==> config.mk <==
export PLATFORM = sky130hd
export DESIGN_NAME = click_gesture_lock_control
export DESIGN_NICKNAME = d
export VERILOG_FILES = /design/src/rtl/core/cglc_pkg.sv /design/src/rtl/core/cglc_regs.sv /design/src/rtl/core/cglc_step.sv /design/src/rtl/core/click_gesture_lock_control.sv
export SDC_FILE = /design/constraint.sdc
export NUM_CORES = 1
export LEC_CHECK = 0
export ABC_CLOCK_PERIOD_IN_PS = 14000
export BUFFER_PORTS_ARGS = -buffer_cell sky130_fd_sc_hd__buf_2
export CORE_AREA = 10 10 104 106
export DETAILED_ROUTE_END_ITERATION = 8
export DIE_AREA = 0 0 114 116
export GPL_TIMING_DRIVEN = 0
export PLACE_DENSITY = 0.67
export SLEW_MARGIN = 30
export SYNTH_ARGS = -nofsm -noshare
export SYNTH_HDL_FRONTEND = slang
export SYNTH_SLANG_ARGS = --single-unit
==> constraint.sdc <==
create_clock -name clk_i -period 14 [get_ports clk_i]
set_clock_uncertainty 0.2 [all_clocks]
set_input_delay 2.8 -clock clk_i [delete_from_list [all_inputs] [get_ports clk_i]]
set_output_delay 2.8 -clock clk_i [all_outputs]
set_load 0.02 [all_outputs]
==> src/rtl/core/cglc_pkg.sv <==
// shared types and constants for the click gesture lock control block
`timescale 1ns / 1ps

package cglc_pkg;

  localparam int unsigned CntW = 10;
  localparam int unsigned AddrW = 3;
  localparam int unsigned DataW = 32;

  localparam logic [CntW-1:0] CNT_MAX = {CntW{1'b1}};
  localparam logic [CntW-1:0] LONG_PRESS_RESET = 10'd200;
  localparam logic [CntW-1:0] CLICK_WINDOW_RESET = 10'd40;

  // register index, taken from paddr bit 2
  localparam logic REG_LONG_PRESS = 1'b0;
  localparam logic REG_CLICK_WINDOW = 1'b1;

  localparam logic [1:0] CLICKS_ONE = 2'd1;
  localparam logic [1:0] CLICKS_TWO = 2'd2;
  localparam logic [1:0] CLICKS_SAT = 2'd3;

  typedef enum logic [1:0] {
    EV_NONE   = 2'd0,
    EV_LOCK   = 2'd1,
    EV_UNLOCK = 2'd2,
    EV_ALARM  = 2'd3
  } event_e;

  typedef struct packed {
    logic [CntW-1:0] long_press_ticks;
    logic [CntW-1:0] click_window_ticks;
  } cfg_t;

  typedef struct packed {
    logic            lock_flag;
    logic            held_flag;
    logic            long_fired;
    logic [CntW-1:0] hold_ticks;
    logic [1:0]      click_total;
    logic [CntW-1:0] window_ticks;
  } state_t;

  typedef struct packed {
    logic       locked;
    event_e     event_code;
    logic [1:0] beep_count;
  } result_t;

endpackage

==> src/rtl/core/cglc_regs.sv <==
// apb configuration registers for the gesture decoder
`timescale 1ns / 1ps

module cglc_regs (
  input  logic                             clk_i,
  input  logic                             rst_ni,
  input  logic                             psel,
  input  logic                             penable,
  input  logic                             pwrite,
  input  logic [cglc_pkg::AddrW-1:0]       paddr,
  input  logic [cglc_pkg::DataW-1:0]       pwdata,
  output logic [cglc_pkg::DataW-1:0]       prdata,
  output logic                             pready,
  output cglc_pkg::cfg_t                   cfg_o
);

  cglc_pkg::cfg_t cfg_q, cfg_d;
  logic           wr_en;

  assign wr_en = psel && penable && pwrite;
  assign pready = 1'b1;

  always_comb begin
    cfg_d = cfg_q;
    if (wr_en) begin
      if (paddr[2] == cglc_pkg::REG_LONG_PRESS) begin
        cfg_d.long_press_ticks = pwdata[cglc_pkg::CntW-1:0];
      end else begin
        cfg_d.click_window_ticks = pwdata[cglc_pkg::CntW-1:0];
      end
    end
  end

  always_ff @(posedge clk_i or negedge rst_ni) begin
    if (!rst_ni) begin
      cfg_q.long_press_ticks   <= cglc_pkg::LONG_PRESS_RESET;
      cfg_q.click_window_ticks <= cglc_pkg::CLICK_WINDOW_RESET;
    end else begin
      cfg_q <= cfg_d;
    end
  end

  always_comb begin
    prdata = '0;
    if (paddr[2] == cglc_pkg::REG_CLICK_WINDOW) begin
      prdata[cglc_pkg::CntW-1:0] = cfg_q.click_window_ticks;
    end else begin
      prdata[cglc_pkg::CntW-1:0] = cfg_q.long_press_ticks;
    end
  end

  assign cfg_o = cfg_q;

endmodule

==> src/rtl/core/cglc_step.sv <==
// gesture state registers and the per-tick next-state logic
`timescale 1ns / 1ps

module cglc_step (
  input  logic                clk_i,
  input  logic                rst_ni,
  input  logic                en_i,
  input  logic                pressed_i,
  input  cglc_pkg::cfg_t      cfg_i,
  output cglc_pkg::result_t   res_o
);

  cglc_pkg::state_t st_q, st_d;
  cglc_pkg::event_e ev;

  always_comb begin
    st_d = st_q;
    ev   = cglc_pkg::EV_NONE;

    if (pressed_i) begin
      if (!st_d.held_flag) begin
        st_d.held_flag  = 1'b1;
        st_d.hold_ticks = '0;
      end
      if ((st_d.hold_ticks < cfg_i.long_press_ticks) && (st_d.hold_ticks != cglc_pkg::CNT_MAX)) begin
        st_d.hold_ticks = st_d.hold_ticks + 1'b1;
      end
      if ((st_d.hold_ticks >= cfg_i.long_press_ticks) && !st_d.long_fired) begin
        ev                = cglc_pkg::EV_ALARM;
        st_d.long_fired   = 1'b1;
        st_d.click_total  = '0;
        st_d.window_ticks = '0;
      end
    end else begin
      if (st_d.held_flag) begin
        if (!st_d.long_fired) begin
          if (st_d.click_total != cglc_pkg::CLICKS_SAT) begin
            st_d.click_total = st_d.click_total + 1'b1;
          end
          st_d.window_ticks = '0;
        end else begin
          st_d.long_fired = 1'b0;
        end
      end
      st_d.held_flag  = 1'b0;
      st_d.hold_ticks = '0;
    end

    // click window runs after the press/release handling, also while held
    if (st_d.click_total != '0) begin
      if (st_d.window_ticks != cglc_pkg::CNT_MAX) begin
        st_d.window_ticks = st_d.window_ticks + 1'b1;
      end
      if (st_d.window_ticks >= cfg_i.click_window_ticks) begin
        if ((st_d.click_total == cglc_pkg::CLICKS_ONE) && !st_d.lock_flag) begin
          st_d.lock_flag = 1'b1;
          ev             = cglc_pkg::EV_LOCK;
        end else if ((st_d.click_total == cglc_pkg::CLICKS_TWO) && st_d.lock_flag) begin
          st_d.lock_flag = 1'b0;
          ev             = cglc_pkg::EV_UNLOCK;
        end
        st_d.click_total  = '0;
        st_d.window_ticks = '0;
      end
    end
  end

  always_ff @(posedge clk_i or negedge rst_ni) begin
    if (!rst_ni) begin
      st_q.lock_flag    <= 1'b1;
      st_q.held_flag    <= 1'b0;
      st_q.long_fired   <= 1'b0;
      st_q.hold_ticks   <= '0;
      st_q.click_total  <= '0;
      st_q.window_ticks <= '0;
    end else if (en_i) begin
      st_q <= st_d;
    end
  end

  // beep count equals the event code: lock 1, unlock 2, alarm 3
  always_comb begin
    res_o.locked     = st_d.lock_flag;
    res_o.event_code = ev;
    res_o.beep_count = ev;
  end

endmodule

==> src/rtl/core/click_gesture_lock_control.sv <==
// click gesture lock control: single/double click and long press decoder
// path from input transaction to result: input register, then result register
// throughput: one transaction per cycle unless out_ready_i stalls it, set by the state update
// while a result waits for out_ready_i the input register holds one more transaction
// reset (rst_ni low, async): locked, no clicks pending, registers 200 and 40
`timescale 1ns / 1ps

module click_gesture_lock_control (
  input  logic                         clk_i,
  input  logic                         rst_ni,
  input  logic                         in_valid_i,
  output logic                         in_ready_o,
  input  logic                         pressed_i,
  output logic                         out_valid_o,
  input  logic                         out_ready_i,
  output logic                         locked_o,
  output logic [1:0]                   event_code_o,
  output logic [1:0]                   beep_count_o,
  input  logic                         psel,
  input  logic                         penable,
  input  logic                         pwrite,
  input  logic [cglc_pkg::AddrW-1:0]   paddr,
  input  logic [cglc_pkg::DataW-1:0]   pwdata,
  output logic [cglc_pkg::DataW-1:0]   prdata,
  output logic                         pready
);

  cglc_pkg::cfg_t    cfg;
  cglc_pkg::result_t res;
  cglc_pkg::result_t out_q;
  logic              in_valid_q;
  logic              pressed_q;
  logic              out_valid_q;
  logic              advance;

  assign advance    = in_valid_q && (!out_valid_q || out_ready_i);
  assign in_ready_o = !in_valid_q || advance;

  cglc_regs u_regs (
    .clk_i   (clk_i),
    .rst_ni  (rst_ni),
    .psel    (psel),
    .penable (penable),
    .pwrite  (pwrite),
    .paddr   (paddr),
    .pwdata  (pwdata),
    .prdata  (prdata),
    .pready  (pready),
    .cfg_o   (cfg)
  );

  cglc_step u_step (
    .clk_i     (clk_i),
    .rst_ni    (rst_ni),
    .en_i      (advance),
    .pressed_i (pressed_q),
    .cfg_i     (cfg),
    .res_o     (res)
  );

  always_ff @(posedge clk_i or negedge rst_ni) begin
    if (!rst_ni) begin
      in_valid_q  <= 1'b0;
      out_valid_q <= 1'b0;
    end else begin
      if (in_ready_o) begin
        in_valid_q <= in_valid_i;
      end
      if (advance) begin
        out_valid_q <= 1'b1;
      end else if (out_ready_i) begin
        out_valid_q <= 1'b0;
      end
    end
  end

  always_ff @(posedge clk_i) begin
    if (in_ready_o && in_valid_i) begin
      pressed_q <= pressed_i;
    end
    if (advance) begin
      out_q <= res;
    end
  end

  assign out_valid_o  = out_valid_q;
  assign locked_o     = out_q.locked;
  assign event_code_o = out_q.event_code;
  assign beep_count_o = out_q.beep_count;

  a_step_fills_output: assert property (@(posedge clk_i) disable iff (!rst_ni)
    advance |=> out_valid_q)
    else $error("result register not loaded after a step");

  a_lock_event_locked: assert property (@(posedge clk_i) disable iff (!rst_ni)
    (out_valid_o && event_code_o == cglc_pkg::EV_LOCK) |-> locked_o)
    else $error("lock event with lock state clear");

  a_unlock_event_open: assert property (@(posedge clk_i) disable iff (!rst_ni)
    (out_valid_o && event_code_o == cglc_pkg::EV_UNLOCK) |-> !locked_o)
    else $error("unlock event with lock state set");

  a_no_event_no_beep: assert property (@(posedge clk_i) disable iff (!rst_ni)
    (out_valid_o && event_code_o == cglc_pkg::EV_NONE) |-> (beep_count_o == 2'd0))
    else $error("beeps requested without an event");

endmodule

Word level (Yosys, flattened, before mapping)
Cells that the tools add are included.
W data, S select, Z words.
- word-level logic and storage cells: 74
- output and inout bits: 40
- flip-flop bits (word level): 51
- input bits: 43
- reduce and logical (&&, ||, !) cells: 20
- equality and inequality tests: 6
- order comparisons: 3
- $add $sub $neg: 3
- bitwise gates (word level): 1
- multiplexer cells: 28
- operators with widths (kind ; number):
    $mux W10 ; 7
    $mux W12 ; 5
    $mux W24 ; 1
    $add A10 B1 Y10 const B ; 2
    $ge A10 B10 Y1 ; 2
    $ne A10 B10 Y1 const B ; 2
    $mux W2 ; 7
    $lt A10 B10 Y1 ; 1
    $logic_and A1 B1 Y1 ; 8
    $mux W1 ; 8
    $reduce_bool A2 Y1 ; 3
    $logic_not A1 Y1 ; 4
    $reduce_and A2 Y1 ; 2
    $reduce_and A3 Y1 ; 1
    $add A2 B1 Y2 const B ; 1
    $eq A2 B1 Y1 const B ; 1
    $eq A2 B2 Y1 const B ; 1
    $logic_or A1 B1 Y1 ; 2
    $ne A2 B1 Y1 const B ; 1
    $ne A2 B2 Y1 const B ; 1
    $not A1 Y1 ; 1

Depth between registers and ports, before layout
- word-level depth: 16
- mapped depth: 33
- depth with buffers taken out: 30

Cells and area by module
Synthesis repeated with hierarchy kept, for this count alone.
- cell total of the unflattened synthesis: 414
- area, all modules: 4025.1 µm²
- by module, submodules not included (module ; cells each ; sequential area each (µm²) ; area each (µm²) ; times used):
    cglc_step ; 321 ; 626.9 ; 2641.3 ; 1
    cglc_regs ; 79 ; 506.7 ; 1099.8 ; 1
    click_gesture_lock_control ; 14 ; 230.2 ; 284.0 ; 1

Worst setup path after synthesis
OpenSTA, ideal clock, no wires.
- path kind: register to register
- from: register u_step.st_q[23] in the netlist's numbering
- to: register out_q (netlist bit locked_o), data pin
- cell stages (with the launch flop): 31
- library setup time: 135 ps
- data arrival time: 6180 ps
- clock period less this slack: 6514 ps
- required time: 13665 ps
- buffers on the path: 2
- slack: 7486 ps
- path through: dfrtp_1 buf_4 clkbuf_1 nand2_1 inv_1 ha_1 and4_4 a21o_1 a211oi_1 and4_4 and3_4 xnor2_1 ha_1 a21oi_1 o22ai_1 nor2_1 a21boi_1 and2_1 ha_1 nand2_1 nor3_2 nand2_1 mux2_1 ha_1 nand2_1 o21ai_1 a41oi_1 o21ai_1 nand2_1 or4_1 nand3_1
- RTL lines (item ; RTL line ; RTL):
    from (decl) ; cglc_step.sv:13 ; cglc_pkg::state_t st_q, st_d;
    from (signal assigned) ; cglc_step.sv:77 ; st_q <= st_d;
    to (signal assigned) ; click_gesture_lock_control.sv:82 ; out_q <= res;
    to (decl) ; click_gesture_lock_control.sv:30 ; cglc_pkg::result_t out_q;

==> metrics <==
Detailed Routing Iterations Pass 1=4; vias per cell=5.16; Slew @ Worst Pin=0.671 ns; fin. max-slew vios=0; # rows=34; status=finished, final reports clean; Worst EP required=around 14 ns; net switching power=0.195 mW; dpl hpwl=6830 µm; drt total wl=8710 µm; placed insts=589; synth warn=0; P&R area growth vs syn=12.7%; commonest non-fill, non-tap cell in the layout=nand2_1; worst vdd ir=0.0619 mV; diode count=0; unrepaired setup endpoints after global routing=false; layout cell share with drive strength beyond 1=0.233; LEAKAGE=2.15 nW; Crit. Startpoint=u_step.st_q[23]; Antenna Nets Post-Route=0; CTS tree=done; share of power burned in the clock network=0.190; Die Span Y=116 µm; type of the worst min-delay path=reg2reg; Comb power frac=0.402; htree depth=2; fin cells=597; crit path time final=7.78 ns; drt wl/cell=14.6 µm; Critical Path End Type=register; worst rel slew slack=0.550; number of endpoints failing setup at the final stage=0; worst setup path end=locked_o; predominant post-synthesis flop cell=dfrtp_1; CTS root buf=clkbuf_8; Synth cell types=62; GPL Wtd Cong=0.812; worst reg-to-reg path cell count=32; fin util=0.499; WP data arrival=7.76 ns; Clk Latency, worst-skew pair=approximately 0.31 ns; final hold slack=between 0.3 and 0.4 ns; pre-CTS WS=6.33 ns; Yosys top cell by area=dfrtp_1; DRC=0; Max-cap violations=0; startpoint types=register; pin count of the biggest net entering global routing=48; fmax=between 100 and 150 MHz; Max FO, Critical Path=10; register bit total from synthesis=51; Flop pwr share=0.409; clk slew on worst S/H paths=around 0.10 ns; via count=between 3000 and 4000; antenna violations before repair=0; post-synth top area share=0.267; Post-synth EDFFs=4; Ports=between 80 and 90; Filler cells=846; vias in the first global route=approximately 3000; CP Class=reg2reg; fin nets=562; most frequent cells in the layout=nand2_1 (45), dfrtp_1 (41), buf_2 (36), ha_1 (31), nor2_1 (28); Pwr per Cell Area=approximately 110 mW/mm²; Remaining Overflow, GRT=0; Num CTS Buffers=5; r2r endpoint=locked_o; sequential cell area fraction in the yosys report=0.339; post-CTS resize count=0; post-CTS repair timing setup buffer count=0; initial DRC count=130; core area=0.00868 mm²; worst setup margin=6.22 ns; GR Util All Layers=0.130; synth top area cells=dfrtp_1 (27%), ha_1 (10%), mux2_2 (6.4%), buf_4 (5.1%), nand2_1 (4.4%); first-pass GRT wire length=~14000 µm; clk buf depth=2; crit-path most repeated cell=ha_1; worst r2r src=u_step.st_q[23]; area of the mapped netlist=0.00384 mm²; Die Width=between 100 and 150 µm; clock sinks=51; Starting Density=0.443; hold_buf cts=0; Reg2Reg Setup Slack=6.22 ns; Hold Fails Final Rpt=0; Synth Instances=425; die area=0.0132 mm²; Switching Share=0.394; Setup TNS Final=0 ns; Slowest cell on crit path=o21ai_1; Crit path largest cell delay=0.55 ns; Tcrit/Tclk final=0.556; # port buffers=35; Internal=0.299 mW; syn_area_per_cell=~9 µm²; Async SR Flop Fraction=0.922
==> critical path, delay by kind of cell (launching register included) <==
kind / cells / cell delay [ns]
and+or+nand+nor: 14 / 2.91
AOI/OAI and AO/OA: 8 / 2.00
adders and majority gates: 4 / 1.08
buffers and inverters: 4 / 0.76
DFF: 1 / 0.36
xor gates and xnor gates: 2 / 0.31
==> cell families after synthesis <==
group,after synthesis,share of synthesized area
muxes,24,0.0704
and+or+nand+nor,149,0.207
DFF,51,0.339
adders and majority gates,31,0.101
buffers and inverters,65,0.0915
xor gates and xnor gates,18,0.0410
AOI/OAI and AO/OA,85,0.148
other,2,0.00196
==> stage by stage <==
step / power (mW) / instance area, µm²
floorplan: 0.351 / 3920
global placement: 0.398 / 4230
detailed placement: 0.403 / 4230
CTS: 0.497 / 4330
global route: 0.532 / 4330
finish: 0.494 / 4330
==> power groups by stage <==
stage          clock (mW)  combinational (mW)  sequential (mW)
2_1_floorplan           0               0.152            0.199
3_3_place_gp            0               0.195            0.203
3_5_place_dp            0               0.199            0.204
4_1_cts            0.0954               0.200            0.202
5_1_grt             0.101               0.225            0.206
6_report           0.0937               0.198            0.202
==> layout make-up <==
class | instances | area [µm²] | share of cell area
clock inverter | 3 | 26.3 | 0.00607
sequential | 51 | 1300 | 0.301
timing repair buffer | 35 | 178 | 0.0411
clock buffer | 5 | 68.8 | 0.0159
buffer | 37 | 246 | 0.0570
inverter | 28 | 105 | 0.0243
multi-input combinational | 330 | 2260 | 0.523
tap | 108 | 135 | 0.0312
==> worst min-delay path by stage <==
stage / from / endpoint / slack (ns) / cells after the start
2_1_floorplan: in_valid_q / out_valid_o / 0.26 / 1
3_3_place_gp: in_valid_q / out_valid_o / 0.27 / 1
3_5_place_dp: in_valid_q / out_valid_o / 0.29 / 1
4_1_cts: in_valid_q / out_valid_o / 0.31 / 1
5_1_grt: in_valid_q / out_valid_o / 0.32 / 1
6_report: in_valid_q / out_valid_o / 0.30 / 1
==> layer usage <==
layer  vias to the layer above  GRT usage  wire length [µm]
met5                         -          0                 0
met4                         0     0.0334                91
met3                         8     0.0289               400
met2                        50      0.228              4260
met1                      1438      0.158              3960
li1                       1583          -                 -
==> registers in the layout (all words and copies together), names as in the netlist <==
register      count
u_regs.cfg_o     20
pressed_q         1
u_step.st_q      25
in_valid_q        1
out_valid_o       1
beep_count_o      2
locked_o          1
==> Yosys cell counts, drive strengths merged, types with 4 or more instances <==
cell type  number
nor3            6
a21oi          17
inv            28
clkbuf          8
mux2           24
o21ai          28
nand4b          4
nand4           7
xnor2          15
dfstp           6
buf            29
nor2           28
a31oi           5
dfrtp          41
nand2          45
a21o            8
and2           10
edfxtp          4
ha             31
nand2b          8
or3             6
nand3          17
(Power assumes the default switching activity.)
